<file path="src/rtl/mvpc_pkg.sv">
// types, codes and constants shared by the valve controller modules
`default_nettype none

package mvpc_pkg;

   typedef enum logic [1:0] {
      OP_SET_TARGET  = 2'd0,
      OP_POSITION    = 2'd1,
      OP_TICK        = 2'd2,
      OP_CLEAR_FAULT = 2'd3
   } op_type;

   typedef enum logic [1:0] {
      STATUS_IDLE       = 2'd0,
      STATUS_MOVING     = 2'd1,
      STATUS_NOT_CLOSED = 2'd2,
      STATUS_FAULT      = 2'd3
   } status_type;

   typedef enum logic [2:0] {
      CSR_OVERTIME_TICKS     = 3'd0,
      CSR_LIMIT_CLOSE        = 3'd1,
      CSR_LIMIT_OPEN         = 3'd2,
      CSR_DEADBAND_CLOSE     = 3'd3,
      CSR_DEADBAND_OPEN      = 3'd4,
      CSR_DEADBAND_POSITION  = 3'd5,
      CSR_ANTICIPATION_CLOSE = 3'd6,
      CSR_ANTICIPATION_OPEN  = 3'd7
   } csr_index_type;

   localparam logic [13:0] FULL_SCALE = 14'd10000;
   localparam logic [16:0] TICK_MAX   = 17'd65536;

   localparam logic [15:0] OVERTIME_RESET = 16'd600;
   localparam logic [13:0] DEADBAND_RESET = 14'd100;

   // signed width that holds every difference of setpoint, position and margins
   typedef logic signed [17:0] calc_type;

   typedef struct packed {
      logic [15:0] overtime_ticks;
      logic [13:0] limit_close;
      logic [13:0] limit_open;
      logic [13:0] deadband_close;
      logic [13:0] deadband_open;
      logic [13:0] deadband_position;
      logic [13:0] anticipation_close;
      logic [13:0] anticipation_open;
   } cfg_type;

   typedef struct packed {
      logic [13:0]        target_hold;
      logic signed [15:0] position_hold;
      logic               want_open;
      logic               want_close;
      logic               driving_open;
      logic               driving_close;
      logic               open_end;
      logic               close_end;
      logic               position_good;
      logic               fault_latch;
      logic [16:0]        tick_count;
   } state_type;

   typedef struct packed {
      logic        drive_open;
      logic        drive_close;
      status_type  status_code;
      logic        fault;
      logic        in_position;
      logic        at_open_end;
      logic        at_close_end;
      logic [16:0] travel_ticks;
   } result_type;

endpackage

`default_nettype wire

</file>
<file path="src/rtl/mvpc_eval.sv">
// next-state and result logic for one event of the valve controller
`default_nettype none

module mvpc_eval (
   input  mvpc_pkg::cfg_type          cfg,
   input  mvpc_pkg::state_type        cur,
   input  mvpc_pkg::op_type           op,
   input  logic signed [15:0]         target_value,
   input  logic signed [15:0]         measured_value,
   output mvpc_pkg::state_type        nxt,
   output mvpc_pkg::result_type       res
);
   import mvpc_pkg::*;

   state_type  ev;
   logic       do_eval;
   logic       target_ok;
   logic [13:0] sp_new;
   logic signed [15:0] pos_new;
   calc_type   sp;
   calc_type   pos;
   calc_type   err;
   calc_type   err_abs;
   calc_type   open_thr;
   calc_type   close_thr;
   logic       big;
   logic       oe;
   logic       ce;
   logic       wo;
   logic       wc;
   logic       dopen;
   logic       commanding;
   logic [16:0] tc;

   assign target_ok = !target_value[15] && (target_value[14:0] <= {1'b0, FULL_SCALE});

   always_comb begin
      sp_new  = cur.target_hold;
      pos_new = cur.position_hold;
      do_eval = 1'b0;
      unique case (op)
         OP_SET_TARGET: begin
            if (target_ok) begin
               sp_new  = target_value[13:0];
               do_eval = 1'b1;
            end
         end
         OP_POSITION: begin
            pos_new = measured_value;
            do_eval = 1'b1;
         end
         OP_TICK:        ;
         OP_CLEAR_FAULT: ;
         default:        ;
      endcase
   end

   // request and command evaluation on the updated setpoint and position
   always_comb begin
      sp        = calc_type'({4'b0000, sp_new});
      pos       = calc_type'({{2{pos_new[15]}}, pos_new});
      err       = sp - pos;
      err_abs   = err[17] ? -err : err;
      big       = err_abs > calc_type'({4'b0000, cfg.deadband_position});
      open_thr  = calc_type'({4'b0000, cfg.limit_open}) - calc_type'({4'b0000, cfg.deadband_open});
      close_thr = calc_type'({4'b0000, cfg.limit_close})
                  + calc_type'({4'b0000, cfg.deadband_close});
      oe = pos >= open_thr;
      ce = pos <= close_thr;

      wo = cur.want_open;
      wc = cur.want_close;
      if (big && sp > pos) begin
         wo = 1'b1;
         wc = 1'b0;
      end
      if (pos >= sp - calc_type'({4'b0000, cfg.anticipation_open}) || oe) begin
         wo = 1'b0;
      end
      if (big && sp < pos) begin
         wc = 1'b1;
         wo = 1'b0;
      end
      if (pos <= sp + calc_type'({4'b0000, cfg.anticipation_close}) || ce) begin
         wc = 1'b0;
      end
      if (cur.fault_latch) begin
         wo = 1'b0;
         wc = 1'b0;
      end
      // the old close command wins against open, the new open command wins against close
      dopen = !cur.fault_latch && wo && !oe && !cur.driving_close;

      ev               = cur;
      ev.target_hold   = sp_new;
      ev.position_hold = pos_new;
      ev.open_end      = oe;
      ev.close_end     = ce;
      ev.position_good = !big;
      ev.want_open     = wo;
      ev.want_close    = wc;
      ev.driving_open  = dopen;
      ev.driving_close = !cur.fault_latch && wc && !ce && !dopen;
   end

   always_comb begin
      nxt = cur;
      tc  = cur.tick_count;
      unique case (op)
         OP_SET_TARGET: begin
            if (do_eval) begin
               nxt = ev;
            end
         end
         OP_POSITION: begin
            nxt = ev;
         end
         OP_TICK: begin
            if ((cur.driving_open || cur.driving_close) && !cur.position_good
                && tc < TICK_MAX) begin
               tc = tc + 17'd1;
            end
            if (cur.position_good || cur.fault_latch
                || !(cur.driving_open || cur.driving_close)) begin
               tc = '0;
            end
            nxt.tick_count = tc;
            if (tc > {1'b0, cfg.overtime_ticks}) begin
               nxt.fault_latch = 1'b1;
            end
         end
         OP_CLEAR_FAULT: begin
            nxt.fault_latch = 1'b0;
            nxt.tick_count  = '0;
         end
         default: ;
      endcase
   end

   always_comb begin
      commanding      = nxt.driving_open || nxt.driving_close;
      res.drive_open  = nxt.driving_open;
      res.drive_close = nxt.driving_close;
      priority if (nxt.fault_latch) begin
         res.status_code = STATUS_FAULT;
      end else if (!nxt.close_end && !commanding) begin
         res.status_code = STATUS_NOT_CLOSED;
      end else if (commanding) begin
         res.status_code = STATUS_MOVING;
      end else begin
         res.status_code = STATUS_IDLE;
      end
      res.fault        = nxt.fault_latch;
      res.in_position  = nxt.position_good;
      res.at_open_end  = nxt.open_end;
      res.at_close_end = nxt.close_end;
      res.travel_ticks = nxt.tick_count;
   end

endmodule

`default_nettype wire

</file>
<file path="src/rtl/motor_valve_position_controller_core.sv">
// motorized valve position controller: event input register, evaluation, result register
// a taken beat is held in the event register, evaluated from there, and lands in the result
//   register when the event register advances, which raises rsp_valid
// throughput: one beat per cycle unless rsp_stall holds a full pipeline; the event register and result register form a
//   two-entry pipeline, so a held result does not stop the next beat from entering
// reset (synchronous, active high) clears controller state and loads register defaults
`default_nettype none

module motor_valve_position_controller_core (
   input  logic               clock,
   input  logic               reset,
   input  logic               req_valid,
   output logic               req_stall,
   input  logic [1:0]         req_operation,
   input  logic signed [15:0] req_target_value,
   input  logic signed [15:0] req_measured_value,
   output logic               rsp_valid,
   input  logic               rsp_stall,
   output logic               rsp_drive_open,
   output logic               rsp_drive_close,
   output logic [1:0]         rsp_status_code,
   output logic               rsp_fault,
   output logic               rsp_in_position,
   output logic               rsp_at_open_end,
   output logic               rsp_at_close_end,
   output logic [16:0]        rsp_travel_ticks,
   input  logic               csr_valid,
   output logic               csr_ready,
   input  logic [2:0]         csr_index,
   input  logic [15:0]        csr_wdata
);
   import mvpc_pkg::*;

   cfg_type            cfg_ff;
   cfg_type            cfg_in;
   state_type          state_ff;
   state_type          state_in;
   result_type         res_ff;
   result_type         res_in;
   logic               in_valid_ff;
   logic               in_valid_in;
   op_type             in_op_ff;
   logic signed [15:0] in_target_ff;
   logic signed [15:0] in_measured_ff;
   logic               out_valid_ff;
   logic               out_valid_in;
   logic               advance;
   logic               take;
   logic [13:0]        wdata14;

   assign csr_ready = 1'b1;
   assign wdata14   = csr_wdata[13:0];

   always_comb begin
      cfg_in = cfg_ff;
      if (csr_valid && csr_ready) begin
         unique case (csr_index_type'(csr_index))
            CSR_OVERTIME_TICKS: begin
               if (csr_wdata != 16'd0) begin
                  cfg_in.overtime_ticks = csr_wdata;
               end
            end
            CSR_LIMIT_CLOSE: begin
               if (wdata14 <= FULL_SCALE) begin
                  cfg_in.limit_close = wdata14;
               end
            end
            CSR_LIMIT_OPEN: begin
               if (wdata14 <= FULL_SCALE) begin
                  cfg_in.limit_open = wdata14;
               end
            end
            CSR_DEADBAND_CLOSE:     cfg_in.deadband_close     = wdata14;
            CSR_DEADBAND_OPEN:      cfg_in.deadband_open      = wdata14;
            CSR_DEADBAND_POSITION:  cfg_in.deadband_position  = wdata14;
            CSR_ANTICIPATION_CLOSE: cfg_in.anticipation_close = wdata14;
            CSR_ANTICIPATION_OPEN:  cfg_in.anticipation_open  = wdata14;
            default: ;
         endcase
      end
   end

   always_ff @(posedge clock) begin
      if (reset) begin
         cfg_ff.overtime_ticks     <= OVERTIME_RESET;
         cfg_ff.limit_close        <= '0;
         cfg_ff.limit_open         <= FULL_SCALE;
         cfg_ff.deadband_close     <= DEADBAND_RESET;
         cfg_ff.deadband_open      <= DEADBAND_RESET;
         cfg_ff.deadband_position  <= DEADBAND_RESET;
         cfg_ff.anticipation_close <= '0;
         cfg_ff.anticipation_open  <= '0;
      end else begin
         cfg_ff <= cfg_in;
      end
   end

   // the event register moves on whenever the result register is free or being drained
   assign advance   = in_valid_ff && (!out_valid_ff || !rsp_stall);
   assign req_stall = in_valid_ff && !advance;
   assign take      = req_valid && !req_stall;

   always_comb begin
      in_valid_in = in_valid_ff;
      if (take) begin
         in_valid_in = 1'b1;
      end else if (advance) begin
         in_valid_in = 1'b0;
      end
      out_valid_in = out_valid_ff;
      if (advance) begin
         out_valid_in = 1'b1;
      end else if (!rsp_stall) begin
         out_valid_in = 1'b0;
      end
   end

   always_ff @(posedge clock) begin
      if (reset) begin
         in_valid_ff  <= 1'b0;
         out_valid_ff <= 1'b0;
      end else begin
         in_valid_ff  <= in_valid_in;
         out_valid_ff <= out_valid_in;
      end
   end

   always_ff @(posedge clock) begin
      if (take) begin
         in_op_ff       <= op_type'(req_operation);
         in_target_ff   <= req_target_value;
         in_measured_ff <= req_measured_value;
      end
   end

   mvpc_eval u_eval (
      .cfg            (cfg_ff),
      .cur            (state_ff),
      .op             (in_op_ff),
      .target_value   (in_target_ff),
      .measured_value (in_measured_ff),
      .nxt            (state_in),
      .res            (res_in)
   );

   always_ff @(posedge clock) begin
      if (reset) begin
         state_ff <= '0;
      end else if (advance) begin
         state_ff <= state_in;
      end
   end

   always_ff @(posedge clock) begin
      if (advance) begin
         res_ff <= res_in;
      end
   end

   assign rsp_valid        = out_valid_ff;
   assign rsp_drive_open   = res_ff.drive_open;
   assign rsp_drive_close  = res_ff.drive_close;
   assign rsp_status_code  = res_ff.status_code;
   assign rsp_fault        = res_ff.fault;
   assign rsp_in_position  = res_ff.in_position;
   assign rsp_at_open_end  = res_ff.at_open_end;
   assign rsp_at_close_end = res_ff.at_close_end;
   assign rsp_travel_ticks = res_ff.travel_ticks;

`ifndef ASSERT_OFF
   a_no_double_drive: assert property (@(posedge clock) disable iff (reset)
      !(state_ff.driving_open && state_ff.driving_close))
      else $error("open and close commanded together");

   a_ticks_saturate: assert property (@(posedge clock) disable iff (reset)
      state_ff.tick_count <= TICK_MAX)
      else $error("travel timer past saturation");

   a_stall_only_when_full: assert property (@(posedge clock) disable iff (reset)
      req_stall |-> (in_valid_ff && out_valid_ff && rsp_stall))
      else $error("input stalled with room in the pipeline");

   a_clear_drops_fault: assert property (@(posedge clock) disable iff (reset)
      (advance && in_op_ff == OP_CLEAR_FAULT) |=>
      (!state_ff.fault_latch && state_ff.tick_count == '0))
      else $error("fault clear did not reset latch and timer");
`endif

endmodule

`default_nettype wire
</file>
<file path="config.mk">
export PLATFORM = sky130hd
export DESIGN_NAME = motor_valve_position_controller_core
export DESIGN_NICKNAME = d
export VERILOG_FILES = /design/src/rtl/mvpc_pkg.sv /design/src/rtl/mvpc_eval.sv /design/src/rtl/motor_valve_position_controller_core.sv
export SDC_FILE = /design/constraint.sdc
export NUM_CORES = 1
export LEC_CHECK = 0
export ABC_AREA = 1
export BUFFER_PORTS_ARGS = -buffer_cell sky130_fd_sc_hd__buf_2
export CORE_ASPECT_RATIO = 0.9
export CORE_MARGIN = 2
export CORE_UTILIZATION = 40
export CTS_CLUSTER_DIAMETER = 40
export DETAILED_ROUTE_END_ITERATION = 7
export GPL_ROUTABILITY_DRIVEN = 1
export GPL_TIMING_DRIVEN = 1
export HOLD_SLACK_MARGIN = 0.08
export PLACE_DENSITY = 0.58
export SETUP_SLACK_MARGIN = 0.5
export SLEW_MARGIN = 20
export SYNTH_ARGS = -nofsm -noshare
export SYNTH_HDL_FRONTEND = slang
export SYNTH_SLANG_ARGS = --single-unit
</file>
<file path="constraint.sdc">
create_clock -name clock -period 10.4 [get_ports clock]
set_clock_uncertainty 0.1 [all_clocks]
set_input_delay 3.12 -clock clock [delete_from_list [all_inputs] [get_ports clock]]
set_output_delay 3.12 -clock clock [all_outputs]
set_load 0.02 [all_outputs]
</file>
==> summary.md, run 1 <==
| Metric | Value |
|---|---|
| Combinational Power Share | 0.224 |
| Total wire length | 42.6 mm |
| Slew @ Worst Pin | 0.944 ns |
| Total congestion overflow | 0 |
| Critical Path Most Common Cell | buf_2 |
| WP data required | 7.18 ns |
| Tot Pwr | 0.00309 W |
| Die X | 207 microns |
| Filler cells | 3674 |
| Syn Nets | 2230 |
| Hold_ws | 0.353 ns |
| Worst EP arrival | 3.58 ns |
| Synth cell types | 53 |
| Final HPWL DP | 30.8 mm |
| Global Route Usage Sum | 0.218 |
| Post-synthesis async set-or-reset flop share | 0 |
| H-tree Lvls | 2 |
| Final core utilization | 0.468 |
| Syn-to-layout area delta | 16.0% |
| Synth top area share | 0.230 |
| Largest net degree at the start of global routing | 90 |
| Sequential area share after synthesis | 0.349 |
| Placement Cell Area | 15900 sq um |
| Reg power frac | 0.318 |
| Resized cells post-CTS | 0 |
| Switching part of the total | 0.310 |
| # diodes | 0 |
| Delay of the slowest cell on the worst path | 0.19 ns |
| CTS Buf Count | 40 |
| Initial antenna violation count | 2 |
| EDFF count, synth | 59 |
| Max Freq | 0.147 GHz |
| Vias per cell | 5.13 |
| Rows | 67 |
| Cell count after synthesis | 2003 |
| CP Launch Type | primary input |
| Global-route wire length before repair | 67.1 mm |
| Die ar. | 38800 sq um |
| I/O Pins | 86 |
| Setup violators final | 0 |
| Top_reg_cell synth | dfxtp_1 |
| Layout net count | 2311 |
| RSZ-0062 raised after global routing | false |
| Crit. End Element | primary output |
| Final Hold Fails | 0 |
| Via count | 13300 |
| Die Y | 187 microns |
| CTS tree | built |
| Max VDD drop | 121 uV |
| Drt drc | 0 |
| Syn. warnings | 0 |
| Most frequent cells in the layout | nand2_1, inv_1, nor2_1, o21ai_0, a21oi_1 |
| Drt first pass iters | 5 |
| Core area | 37000 sq um |
| Max-cap violations | 0 |
| Worst-Skew Late Latency | 0.56 ns |
| Synth area leader | dfxtp_1 |
| Initial core utilization | 0.403 |
| Clk buf depth | 3 |
| Commonest non-fill, non-tap cell in the layout | nand2_1 |
| Clock Tree Root | clkbuf_16 |
| Crit share post-route | 0.654 |
| Layout cells sized above 1 | 0.111 |
| Setup TNS | 0 ns |
| Clock-pin slew on the worst setup and hold paths | 0.05 ns |
| Slew headroom | 0.364 |
| DR iter-0 viols | 831 |
| Vias in the first global route | 12300 |
| Final ANT Viol Nets | 0 |
| Drt wl/cell | 16.4 microns |
| Standby leakage power | 8.07 nW |
| Internal power | 0.00213 W |
| Crit-path max FO | 3 |
| Critical path start-end classification | in2out |
| Hold-fix buffers, CTS | 0 |
| Status | finished clean |
| Mapped Area | 14900 sq um |
| Worst min path class | reg2reg |
| PortBufs | 84 |
| Pwr Density | 179 nW/um^2 |
| Switch Pwr | 0.000959 W |
| Flops & latches, synth | 230 |
| Critical path's slowest cell | buf_2 |
| CP cell instances | buf_2 > nand2_1 > nor2_1 > buf_2 |
| Most area-consuming cells after synthesis | dfxtp_1, ha_1, edfxtp_1 |
| Avg Synthesized Cell Area | 7.44 sq um |
| Gpl congestion | 0.931 |
| CTS Sinks | 230 |
| Post-CTS Setup Bufs | 0 |
| Final Max Slew Viols | 0 |
| Clock Power Share | 0.458 |
| Final Instance Area | 17300 sq um |
| Min Tclk post-route | 6.80 ns |
## state kept, by name, summed over array words and instances (netlist names), 2 cells and up
register and cells:
in_op_ff 2, in_target_ff 16, state_ff 55, in_measured_ff 16, cfg_ff 114, rsp_travel_ticks 17
rsp_status_code 2
## path summary, 6_finish.rpt
check	from	endpoint	slack, ns	depth (start not counted)
max	rsp_stall	req_stall	3.60	4
min	state_ff[35]$_SDFFE_PP0P_	state_ff[35]$_SDFFE_PP0P_	0.35	2
max reg2reg	in_target_ff[12]$_DFFE_PP_	rsp_status_code[1]$_SDFFCE_PP1P_	3.75	32
min reg2reg	state_ff[35]$_SDFFE_PP0P_	state_ff[35]$_SDFFE_PP0P_	0.35	2
## power groups by stage
stage          registers, W  logic, W  clock network, W
6_report           0.000981  0.000693           0.00141
5_1_grt            0.000984  0.000792           0.00149
4_1_cts            0.000981  0.000690           0.00144
3_5_place_dp       0.000999  0.000686                 0
3_3_place_gp       0.000998  0.000674                 0
2_1_floorplan       0.00100  0.000505                 0
## area by class of cell
class,count,area (sq um),share of cell area
Clock inverter,26,358,0.0207
Multi-Input combinational cell,1405,8320,0.481
Sequential cell,230,5190,0.300
Tap cell,483,604,0.0350
Inverter,298,1120,0.0649
Clock buffer,47,1080,0.0625
Timing Repair Buffer,109,608,0.0352
## critical path: cells and delay by family
family / cells / cell delay, ns
buffers and inverters: 2 / 0.27
and+or+nand+nor: 2 / 0.20
## cell families (layout without fill, tap and decap cells)
family,after synthesis,after routing,share of synthesized area
xor+xnor,62,62,0.0364
fa+ha+maj,169,169,0.144
compound gates,470,470,0.173
simple gates,703,703,0.204
other cells,1,1,0.000252
buf+inv,368,480,0.0934
flops,230,230,0.349
## synth_stat cells (12+ instances only)
cell type and number:
o211ai_1 16, ha_1 164, xor2_1 38, nand4_1 26, nand2_1 336, edfxtp_1 59
xnor2_1 24, inv_2 12, clkbuf_1 56, o31ai_1 16, nand2_2 14, a21oi_1 178
inv_1 284, o21ai_0 204, dfxtp_1 171, nor3_1 19, nor2_1 205, o21bai_1 15
nand3_1 59
## layer usage
metal  track usage  vias up  share of wire
met5             0        -              0
met4        0.0665        0          0.023
met3        0.0415       64          0.064
met2         0.348      321           0.44
met1         0.299     6125           0.47
li1              -     6809              -
## per-stage QoR
| stage | setup WS (ns) | std cells |
|---|---|---|
| 5_1_grt | 2.98 | 2598 |
| 2_1_floorplan | 3.67 | 2003 |
| 4_1_cts | 3.59 | 2598 |
| 3_3_place_gp | 3.61 | 2525 |
| 6_report | 3.60 | 2598 |
| 3_5_place_dp | 3.59 | 2525 |
(Power assumes the default switching activity.)
==> run 2: changes to the inputs <==
ABC_AREA = 0   (was 1)
clock period = 6.4 ns   (was 10.4 ns; I/O delays follow)
==> run 2 against run 1 <==
Compared with the run above:
- the run now ends with setup timing left
- utilization rose by 3.9 points
- first-iteration DRC count down 4.5%
- routed wire length rose by 2.1%
- sequential share of layout area shrank 2.5 points
- sequential cell count did not move
- critical path type is now reg2reg
- worst setup slack lost 4.1 ns
- critical endpoint is now rsp_status_code[1]$_SDFFCE_PP1P_
- highest routed layer unchanged
- synthesized area up 0.81%
- final cell count fell by 3.0%
- register-to-register slack lost 4.3 ns
- count of clock-buffer cells in the layout up 5
- non-clock buffer count grew 142
==> summary.md, run 2 <==
| Metric | Value |
|---|---|
| Status | complete, but fails checks (was finished clean) |
| Failing checks | setup timing |
| Die Y | 188 microns (was 187 microns) |
| Cell count after synthesis | 1787 (was 2003) |
| Crit. End Element | flip-flop (was primary output) |
| PortBufs | 84 (unchanged) |
| Flops & latches, synth | 230 (unchanged) |
| Syn Nets | 2014 (was 2230) |
| DR iter-0 viols | 794 (was 831) |
| Vias per cell | 5.31 (was 5.13) |
| Layout cells sized above 1 | 0.201 (was 0.111) |
| Most common cell in the netlist | nand2_1 (unchanged) |
| Final HPWL DP | 32.6 mm (was 30.8 mm) |
| Core area | 37100 sq um (was 37000 sq um) |
| Initial core utilization | 0.404 (was 0.403) |
| # diodes | 0 (unchanged) |
| Global Route Usage Sum | 0.219 (was 0.218) |
| Vias in the first global route | 12800 (was 12300) |
| Min Tclk post-route | 6.94 ns |
| Standby leakage power | 8.13 nW (was 8.07 nW) |
| Die ar. | 39100 sq um (was 38800 sq um) |
| Post-route worst setup slack | -0.542 ns (was 3.60 ns) |
| Top_reg_cell synth | dfxtp_1 (unchanged) |
| RSZ-0062 raised after global routing | true (was false) |
| Post-Place Worst Slack | -0.719 ns (was 3.59 ns) |
| Layout net count | 2229 (was 2311) |
| Rows | 67 (unchanged) |
| Global-route wire length before repair | 68.4 mm (was 67.1 mm) |
| Setup TNS | -3.33 ns (was 0 ns) |
| H-tree Lvls | 2 (unchanged) |
| Largest Register | cfg_ff (unchanged) |
| Final Hold Fails | 0 (unchanged) |
| Slew headroom | 0.295 (was 0.364) |
| Final core utilization | 0.507 (was 0.468) |
| I/O Pins | 86 (unchanged) |
| Crit-path max FO | 5 (was 3) |
| Total congestion overflow | 0 (unchanged) |
| Worst EP arrival | 7.14 ns (was 3.58 ns) |
| Via count | 13400 (was 13300) |
| Pwr Density | 279 nW/um^2 (was 179 nW/um^2) |
| Critical path's slowest cell | or4_4 (was buf_2) |
| Clk buf depth | 3 (unchanged) |
| Clock-pin slew on the worst setup and hold paths | 0.05 ns (about the same) |
| CTS tree | built (unchanged) |
| Placed Instances | 2421 (was 2525) |
| Final ANT Viol Nets | 0 (unchanged) |
| Most frequent cells in the layout | nand2_1, dfxtp_1, buf_4, ha_1, a21oi_1 (was nand2_1, inv_1, nor2_1, o21ai_0, a21oi_1) |
| Top cells by count, synth | nand2_1, dfxtp_1, ha_1 (was nand2_1, inv_1, nor2_1) |
| Gpl congestion | 0.899 (was 0.931) |
| Slew @ Worst Pin | 1.05 ns (was 0.944 ns) |
| Critical path start-end classification | reg2reg (was in2out) |
| CTS Sinks | 230 (unchanged) |
| Largest register FFs | 114 (unchanged) |
| WP data required | 6.60 ns (was 7.18 ns) |
| Avg Synthesized Cell Area | 8.41 sq um (was 7.44 sq um) |
| Synth top area share | 0.228 (was 0.230) |
| Most area-consuming cells after synthesis | dfxtp_1, ha_1, edfxtp_1 (unchanged) |
| Total wire length | 43.5 mm (was 42.6 mm) |
| Post-synthesis async set-or-reset flop share | 0 (unchanged) |
| Placement Cell Area | 16900 sq um (was 15900 sq um) |
| Initial antenna violation count | 0 (was 2) |
| Worst min path class | reg2reg (unchanged) |
| Syn-to-layout area delta | 25.4% (was 16.0%) |
| Largest net degree at the start of global routing | 70 (was 90) |
| Flop-to-flop setup slack | -0.54 ns (was 3.75 ns) |
| CTS Buf Count | 43 (was 40) |
| Final Instance Area | 18800 sq um (was 17300 sq um) |
| Setup violators final | 8 (was 0) |
| Critical Path Most Common Cell | buf_4 (was buf_2) |
| Drt drc | 0 (unchanged) |
| Mapped Area | 15000 sq um (was 14900 sq um) |
| Worst-Skew Late Latency | 0.56 ns (about the same) |
| Sequential area share after synthesis | 0.346 (was 0.349) |
| Drt first pass iters | 5 (unchanged) |
| Die X | 208 microns (was 207 microns) |
| Commonest non-fill, non-tap cell in the layout | nand2_1 (unchanged) |
| Drt wl/cell | 17.3 microns (was 16.4 microns) |
| Delay of the slowest cell on the worst path | 0.60 ns (was 0.19 ns) |
| EDFF count, synth | 59 (unchanged) |
| Final Max Slew Viols | 0 (unchanged) |
| CP Launch Type | flip-flop (was primary input) |
| Max Freq | 0.144 GHz |
| Max-cap violations | 0 (unchanged) |
| Max VDD drop | 157 uV (was 121 uV) |
| Synth cell types | 87 (was 53) |
| Clock Tree Root | clkbuf_16 (unchanged) |
| Filler cells | 3495 (was 3674) |
| Synth area leader | dfxtp_1 (unchanged) |
| Crit share post-route | 1.08 |
| Syn. warnings | 0 (unchanged) |
| Post-route insts no fill | 2519 (was 2598) |
[run 2: layout make-up]
cell class / count / area (sq um) / share of cell area
clock buffers: 52 / 1170 / 0.0623
flip-flops and latches: 230 / 5190 / 0.276
well taps: 483 / 604 / 0.0321
multi-input cells: 1358 / 9400 / 0.499
inverters: 118 / 443 / 0.0235
clock inverters: 27 / 307 / 0.0163
repair buffers: 251 / 1710 / 0.0909
[run 2: metrics by stage]
stage                     hold WS [ns]  power (W)
final                            0.352    0.00525
after global routing             0.366    0.00549
after CTS                        0.353    0.00521
after detailed placement         0.346    0.00278
after global placement           0.340    0.00276
after floorplan                  0.334    0.00235
[run 2: logic make-up (layout without fill, tap and decap cells)]
logic type / count (synthesis) / count (layout) / share of synthesized area
and+or+nand+nor: 639 / 639 / 0.193
muxes: 73 / 73 / 0.0507
buffers and inverters: 199 / 448 / 0.0509
DFF: 230 / 230 / 0.346
adders and majority gates: 169 / 169 / 0.143
xor gates and xnor gates: 79 / 79 / 0.0461
AOI/OAI and AO/OA: 397 / 397 / 0.170
other: 1 / 1 / 0.000250
[run 2: path summary, 6_finish.rpt]
check / start / end / cells after the start
max: in_target_ff[14]$_DFFE_PP_ / rsp_status_code[1]$_SDFFCE_PP1P_ / 27
min: state_ff[25]$_SDFFE_PP0P_ / state_ff[25]$_SDFFE_PP0P_ / 2
max reg2reg: in_target_ff[14]$_DFFE_PP_ / rsp_status_code[1]$_SDFFCE_PP1P_ / 27
min reg2reg: state_ff[25]$_SDFFE_PP0P_ / state_ff[25]$_SDFFE_PP0P_ / 2
[run 2: timing repair]
item / in CTS / in global routing
setup buffers: 14 / 5
pin swaps: 5 / 19
hold endpoints to repair: 0 / 0
hold buffers: 0 / 0
resized for setup: 20 / 34
endpoints found under the setup margin: 10 / 10
[run 2: worst max-delay path: cells and delay by family, from the launching register on]
family                   cells  cell delay [ns]
AO/OA/AOI/OAI               11             2.55
AND/OR/NAND/NOR              6             1.88
buffers and inverters        6             0.77
adder cells (fa/ha/maj)      2             0.66
flip-flops                   1             0.35
multiplexers                 1             0.23
XOR/XNOR                     1             0.14
[run 2: report_power, final]
group	switching (W)	total (W)	internal [W]
clock network	0.000837	0.00233	0.00149
logic	0.000717	0.00134	0.000624
registers	0.0000311	0.00158	0.00155
[run 2: layer usage]
| metal | vias to the layer above | share of wire | routed length, microns | GRT usage |
|---|---|---|---|---|
| met5 | - | 0 | 0 | 0 |
| met4 | 0 | 0.024 | 1040 | 0.0672 |
| met3 | 73 | 0.042 | 1830 | 0.0335 |
| met2 | 304 | 0.46 | 20200 | 0.366 |
| met1 | 6273 | 0.47 | 20500 | 0.292 |
| li1 | 6736 | - | - | - |
